--- src/design/ske_pkg.sv ---
package ske_pkg;

	// Configuration register indexes
	localparam logic [1:0] REG_REVERSE_ORDER = 2'd0;
	localparam logic [1:0] REG_KEEP_MODE     = 2'd1;
	localparam logic [1:0] REG_FOLD_CASE     = 2'd2;

	// Keep filter modes; the unused code keeps all bytes
	localparam logic [1:0] KEEP_ALL       = 2'd0;
	localparam logic [1:0] KEEP_DICT      = 2'd1;
	localparam logic [1:0] KEEP_PRINTABLE = 2'd2;

	// Escape lead bytes and terminator
	localparam logic [7:0] ESC_LOW    = 8'h01;
	localparam logic [7:0] ESC_HIGH   = 8'hFF;
	localparam logic [7:0] TERM_BYTE  = 8'h00;
	localparam logic [7:0] CASE_DELTA = 8'h20;

	// Most result beats that one input item can cause
	localparam int RUN_DEPTH = 3;
	localparam int RUN_CNT_W = $clog2(RUN_DEPTH + 1);

	typedef struct packed {
		logic [7:0] text_byte;
		logic       byte_present;
		logic       field_end;
	} in_beat_t;

	typedef struct packed {
		logic [7:0] key_byte;
		logic       is_terminator;
		logic       last_of_run;
	} out_beat_t;

	typedef struct packed {
		logic       reverse_order;
		logic [1:0] keep_mode;
		logic       fold_case;
	} cfg_t;

	typedef struct packed {
		out_beat_t [RUN_DEPTH-1:0] beats;
		logic [RUN_CNT_W-1:0]      count;
	} run_t;

endpackage

--- src/design/sort_key_text_encoder.sv ---
// Sort key text encoder: turns the bytes of a text key field into a key whose
// byte order gives the collation order. Each input beat is filtered, optionally
// case folded, escaped (0/1 as 0x01 then value+1, 254/255 as 0xFF then
// value-1), complemented in reverse order, and followed by a terminator when it
// ends the field. An input beat yields 0 to 3 result beats, which share the single
// output port: with one result per item and no output stall the block takes one
// item every cycle; an escaped byte or a terminator holds the input back, since a
// new item is taken only as the last beat of the run moves to the output register.
// The first result beat of an item passes through the run buffer and then the
// output register. Configuration is written by index through wr_en, wr_index and
// wr_data and should change only while the block is idle.
module sort_key_text_encoder (
	input  logic               clk,
	input  logic               arst_n,
	input  logic               in_valid,
	output logic               in_stall,
	input  ske_pkg::in_beat_t  in_data,
	output logic               out_valid,
	input  logic               out_stall,
	output ske_pkg::out_beat_t out_data,
	input  logic               wr_en,
	input  logic [1:0]         wr_index,
	input  logic [1:0]         wr_data
);
	import ske_pkg::*;

	cfg_t cfg;
	run_t run;
	logic in_ready;

	// Configuration registers
	ske_cfg_regs u_cfg (
		.clk      (clk),
		.arst_n   (arst_n),
		.wr_en    (wr_en),
		.wr_index (wr_index),
		.wr_data  (wr_data),
		.cfg      (cfg)
	);

	// Encode one input beat into its run of result beats
	ske_encode u_encode (
		.in_beat (in_data),
		.cfg     (cfg),
		.run     (run)
	);

	// Run buffer and output register
	ske_out_queue u_queue (
		.clk       (clk),
		.arst_n    (arst_n),
		.in_valid  (in_valid),
		.in_ready  (in_ready),
		.run_in    (run),
		.out_valid (out_valid),
		.out_stall (out_stall),
		.out_data  (out_data)
	);

	assign in_stall = !in_ready;

endmodule

--- src/design/ske_cfg_regs.sv ---
module ske_cfg_regs (
	input  logic             clk,
	input  logic             arst_n,
	input  logic             wr_en,
	input  logic [1:0]       wr_index,
	input  logic [1:0]       wr_data,
	output ske_pkg::cfg_t    cfg
);
	import ske_pkg::*;

	cfg_t cfg_q;

	// Take register writes; unknown indexes are dropped
	always_ff @(posedge clk or negedge arst_n) begin
		if (!arst_n) begin
			cfg_q <= '0;
		end else if (wr_en) begin
			case (wr_index)
				REG_REVERSE_ORDER: cfg_q.reverse_order <= wr_data[0];
				REG_KEEP_MODE:     cfg_q.keep_mode     <= wr_data;
				REG_FOLD_CASE:     cfg_q.fold_case     <= wr_data[0];
				default:           cfg_q               <= cfg_q;
			endcase
		end
	end

	assign cfg = cfg_q;

endmodule

--- src/design/ske_encode.sv ---
module ske_encode (
	input  ske_pkg::in_beat_t in_beat,
	input  ske_pkg::cfg_t     cfg,
	output ske_pkg::run_t     run
);
	import ske_pkg::*;

	logic       kept;
	logic       alnum;
	logic [7:0] c;
	logic [7:0] flip;
	logic [RUN_CNT_W-1:0] n;

	// Keep filter
	always_comb begin
		alnum = (in_beat.text_byte inside {[8'h30:8'h39], [8'h41:8'h5A], [8'h61:8'h7A]});
		case (cfg.keep_mode)
			KEEP_DICT:      kept = alnum || (in_beat.text_byte inside {8'h20, 8'h09});
			KEEP_PRINTABLE: kept = (in_beat.text_byte inside {[8'h20:8'h7E]});
			default:        kept = 1'b1;
		endcase
	end

	// Fold case, escape, complement and append terminator
	always_comb begin
		flip = {8{cfg.reverse_order}};
		c    = in_beat.text_byte;
		if (cfg.fold_case && (c inside {[8'h61:8'h7A]})) begin
			c = c - CASE_DELTA;
		end
		run = '0;
		n   = '0;
		if (in_beat.byte_present && kept) begin
			if (c inside {8'h00, 8'h01}) begin
				run.beats[n].key_byte = ESC_LOW ^ flip;
				n = n + 1'b1;
				c = c + 8'd1;
			end else if (c inside {8'hFE, 8'hFF}) begin
				run.beats[n].key_byte = ESC_HIGH ^ flip;
				n = n + 1'b1;
				c = c - 8'd1;
			end
			run.beats[n].key_byte = c ^ flip;
			n = n + 1'b1;
		end
		if (in_beat.field_end) begin
			run.beats[n].key_byte      = TERM_BYTE ^ flip;
			run.beats[n].is_terminator = 1'b1;
			n = n + 1'b1;
		end
		if (n != '0) begin
			run.beats[n - 1'b1].last_of_run = 1'b1;
		end
		run.count = n;
	end

endmodule

--- src/design/ske_out_queue.sv ---
module ske_out_queue (
	input  logic               clk,
	input  logic               arst_n,
	input  logic               in_valid,
	output logic               in_ready,
	input  ske_pkg::run_t      run_in,
	output logic               out_valid,
	input  logic               out_stall,
	output ske_pkg::out_beat_t out_data
);
	import ske_pkg::*;

	out_beat_t [RUN_DEPTH-1:0] run_beats_q;
	logic [RUN_CNT_W-1:0]      run_cnt_q;
	out_beat_t                 out_q;
	logic                      out_valid_q;
	logic                      out_load;
	logic                      in_acc;

	// Move the head of the run into the output register when it is free
	assign out_load = (run_cnt_q != '0) && (!out_valid_q || !out_stall);
	assign in_ready = (run_cnt_q == '0) ||
		((run_cnt_q == RUN_CNT_W'(1)) && out_load);
	assign in_acc   = in_valid && in_ready;

	// Run buffer: load a fresh run or advance by one beat
	always_ff @(posedge clk or negedge arst_n) begin
		if (!arst_n) begin
			run_cnt_q <= '0;
		end else if (in_acc) begin
			run_cnt_q <= run_in.count;
		end else if (out_load) begin
			run_cnt_q <= run_cnt_q - 1'b1;
		end
	end

	always_ff @(posedge clk) begin
		if (in_acc) begin
			run_beats_q <= run_in.beats;
		end else if (out_load) begin
			for (int i = 0; i < RUN_DEPTH - 1; i++) begin
				run_beats_q[i] <= run_beats_q[i+1];
			end
		end
	end

	// Output register: hold while stalled, drop once taken
	always_ff @(posedge clk or negedge arst_n) begin
		if (!arst_n) begin
			out_valid_q <= 1'b0;
		end else if (out_load) begin
			out_valid_q <= 1'b1;
		end else if (!out_stall) begin
			out_valid_q <= 1'b0;
		end
	end

	always_ff @(posedge clk) begin
		if (out_load) begin
			out_q <= run_beats_q[0];
		end
	end

	assign out_valid = out_valid_q;
	assign out_data  = out_q;

endmodule

--- config.mk ---
export PLATFORM = sky130hd
export DESIGN_NAME = sort_key_text_encoder
export DESIGN_NICKNAME = d
export VERILOG_FILES = /design/src/design/ske_pkg.sv /design/src/design/sort_key_text_encoder.sv /design/src/design/ske_cfg_regs.sv /design/src/design/ske_encode.sv /design/src/design/ske_out_queue.sv
export SDC_FILE = /design/constraint.sdc
export NUM_CORES = 1
export LEC_CHECK = 0
export BUFFER_PORTS_ARGS = -buffer_cell sky130_fd_sc_hd__buf_2
export CORE_MARGIN = 4
export CORE_UTILIZATION = 51
export CTS_CLUSTER_DIAMETER = 200
export DETAILED_ROUTE_END_ITERATION = 16
export GPL_TIMING_DRIVEN = 0
export PLACE_DENSITY_LB_ADDON = 0.25
export SETUP_SLACK_MARGIN = 0.2
export SYNTH_ARGS = -nofsm -noshare
export SYNTH_HDL_FRONTEND = slang
export SYNTH_SLANG_ARGS = --single-unit
--- constraint.sdc ---
create_clock -name clk -period 6.2 [get_ports clk]
set_input_delay 1.55 -clock clk [delete_from_list [all_inputs] [get_ports clk]]
set_output_delay 1.55 -clock clk [all_outputs]
set_load 0.005 [all_outputs]
==> summary.md <==
| Metric | Value |
|---|---|
| Root Buffer | `clkbuf_8` |
| Hold Buf Count CTS | `0` |
| Routed Wire Length | `around 4300 um` |
| Most common cell in the synthesized netlist | `edfxtp_1` |
| DRC | `0` |
| Max incr delay on CP | `0.37 ns` |
| R2R Setup Slk | `approximately 3.6 ns` |
| Worst endpoint required time | `6.26 ns` |
| Fin area | `between 0.002 and 0.003 sq mm` |
| Status | `complete, no violations` |
| Critical path, cell by cell | `buf_2 > inv_1 > ha_1 > o21ai_0 > a211oi_1 > o221ai_1 > o211ai_1 > clkbuf_1 > nor2b_1 > ha_1 > a31o_2` |
| VDD IR-drop max | `around 0.00016 V` |
| Hold path startpoint | `u_queue.run_beats_q[9]` |
| Initial DRC count | `between 100 and 150` |
| Fmax | `around 260 MHz` |
| Max FO, Critical Path | `10` |
| Site Rows | `24` |
| Die area | `roughly 0.0057 sq mm` |
| Seq/Total Area, Yosys | `50.38%` |
| Worst r2r path cells | `9` |
| Gr usage total | `~17%` |
| Syn Inst Count | `approximately 220` |
| Fraction of the mapped netlist area in compound gates | `between 15 and 20%` |
| Final hold vios | `0` |
| TritonCTS clock tree | `built` |
| Post-Place Cell Area | `0.002520 sq mm` |
| Clock skew | `about 0.003 ns` |
| RR Startpoint | `u_cfg.cfg[1]` |
| Ys async rst share | `17.50%` |
| TNS Setup | `0 ns` |
| Largest family of logic cells by synthesized area | `simple AND/OR/NAND/NOR gates` |
| Post-route ant nets | `0` |
| Min cycle time layout | `between 3 and 4 ns` |
| Top FF cell, synth | `edfxtp_1` |
| # clock sinks | `40` |
| Worst setup margin | `between 2 and 2.5 ns` |
| Drt wl/cell | `14.26 um` |
| Number of fill cells | `382` |
| EDFF count, synth | `33` |
| Nets | `approximately 290` |
| Xor/xnor share of the synthesized area | `under 10%` |
| GPL Wtd Cong | `slightly below 0.9` |
| Mapped Nets | `250` |
| Max-cap viol count | `0` |
| RR Endpoint | `u_queue.run_beats_q[0]` |
| First-pass GRT wire length | `between 7000 and 8000 um` |
| Simple-gate share of the synthesized area | `16.22%` |
| Vias per cell | `between 5 and 6` |
| Proportion of layout cells with a drive suffix above 1 | `roughly a fifth` |
| Average size of a mapped cell | `10.67 sq um` |
| Vias in the first global route | `between 1,500 and 2,000` |
| Core Footprint | `roughly 0.0044 sq mm` |
| Largest cells by area after synthesis | `edfxtp_1 (43%), dfrtp_1 (7.6%), ha_1 (7.6%)` |
| Total grt overflow | `0` |
| Largest net degree at the start of global routing | `21` |
| Hold_ws | `around 0.42 ns` |
| Cell Area, Synth | `around 0.0023 sq mm` |
| YS warnings | `0` |
| Critical Path AT | `3.86 ns` |
| Post-Synth Adder-Cell Area | `7.568%` |
| Longest Clk Path Bufs | `2` |
| Final period util | `~60%` |
| Pre-CTS setup slack | `2.077 ns` |
| Power density cells | `just under 400 mW/mm^2` |
| Setup bufs post-CTS | `0` |
| Num CTS Buffers | `5` |
| Hold depth | `0` |
| Seq cells post-synth | `40` |
| Leakage Power | `0.001054 uW` |
| Cell repeated most along the worst path | `ha_1` |
| Synth top area share | `a little over two fifths` |
| Slowest cell on the critical path | `clkbuf_1` |
| Clock-pin slew of the registers on the worst-case setup and hold paths | `roughly 0.080 ns` |
| Initial DRT Pass Iterations | `4` |
| Via count | `1,722` |
| Worst-Skew Late Latency | `about 0.30 ns` |
| # diodes | `0` |
| Hold EP | `u_queue.out_data[9]` |
| Synth area leader | `edfxtp_1` |
| Worst Setup End Kind | `flop` |
| I/O pin cnt | `31` |
| Die Wd | `~75 um` |
| Detailed Place HPWL | `about 3300 um` |
| Initial antenna violation count | `0` |
| Die height | `~75 um` |
| Buffers on Ports | `28` |
| H-tree Lvls | `2` |
| Mux cell area share after synthesis | `under 10%` |
| Setup violators final | `0` |
| CP Launch Type | `input pin` |
| Worst Max-Slew Pin Slew | `between 0.8 and 0.9 ns` |
| Unique masters post-synth | `45` |
| Slew Limit Headroom | `between 40% and 50%` |
| Layout area overhead | `13.68%` |
| Initial core utilization | `approximately 53%` |
| RSZ-0062 raised after global routing | `no` |
| Synth top cells by count | `edfxtp_1 (33), nand2_1 (22), nor2_1 (15)` |
| Slew Viols, Final | `0` |
| Worst Hold Class | `flop to flop` |
| Critical path type | `input pin to flop` |
| Resized cells post-CTS | `0` |
## stage by stage
step	total power, uW	instances	util [%]
global route	1122	305	60.02
detailed placement	838.0	297	57.48
floorplan	726.1	217	-
finish	1042	305	60.02
global placement	829.0	297	57.48
CTS	1051	305	60.02
## per-layer routing
layer / GRT usage [%] / share of wire, %
met5: 0 / 0
met4: 7.184 / 2.5
met3: 3.958 / 5.2
met2: 27.52 / 47
met1: 21.78 / 45
## registers in the layout, indices dropped and copies added, names as in the netlist
register / cells
u_cfg.cfg: 4
u_queue.out_data: 10
u_queue.out_valid: 1
u_queue.run_beats_q: 23
u_queue.run_cnt_q: 2
## layout by cell type, fill, tap and decap left out, types with 2 or more instances in the layout
cell,n
edfxtp_1,33
buf_2,30
nand2_1,22
nor2_1,15
ha_1,14
inv_1,13
o21ai_0,13
nand3b_1,7
dfrtp_1,7
o21ai_1,6
a21oi_1,6
xnor2_1,6
nand2b_1,5
clkbuf_8,5
o211ai_1,4
nand3_1,4
clkbuf_1,4
a31oi_1,4
mux2_2,4
nor3b_1,3
nor3_1,3
and3_1,3
o221ai_1,3
nor2b_1,3
buf_6,2
o2111ai_1,2
or2_2,2
a211oi_1,2
or3_1,2
and2_1,2
o21a_1,2
xor2_1,2
o31ai_1,2
o22ai_1,2
o221a_1,2
## kinds of logic (layout without fill, tap and decap cells)
family,after synthesis,count (layout)
AO/OA/AOI/OAI,53,53
XOR/XNOR,8,8
AND/OR/NAND/NOR,73,73
buffers and inverters,23,59
flip-flops,40,40
multiplexers,6,6
adder cells (fa/ha/maj),14,14
## critical path, delay by kind of cell
family,cells,cell delay [ns]
and+or+nand+nor,1,0.19
AOI/OAI and AO/OA,5,0.95
adders and majority gates,2,0.50
buffers and inverters,3,0.67
## where the power goes
group,internal [uW],switching [uW],total [uW],leakage (uW)
Combinational,126,200,326,0.000593
Sequential,469,33.2,502,0.000406
Clock,119,94.9,214,0.0000541
## worst max path at each step
stage	from	to	slack [ns]	cells after the start
after CTS	in_data[2]	u_queue.run_beats_q[0]	2.39	11
after global routing	in_data[2]	u_queue.run_beats_q[0]	2.19	11
final	in_data[2]	u_queue.run_beats_q[0]	2.39	11
after floorplan	in_data[2]	u_queue.run_beats_q[0]	2.64	10
after global placement	in_data[2]	u_queue.run_beats_q[0]	2.07	11
after detailed placement	in_data[2]	u_queue.run_beats_q[0]	2.08	11
## layout make-up
cell class	count	area, sq um	share of cell area [%]
Timing Repair Buffer	28	140.1	5.326
Clock buffer	5	68.82	2.615
Sequential cell	40	1166	44.32
Clock inverter	3	42.54	1.617
Buffer	10	58.81	2.235
Inverter	13	48.80	1.854
Multi-Input combinational cell	154	1041	39.56
Tap cell	52	65.06	2.473
No activity file was read; power rests on OpenSTA's default activity.
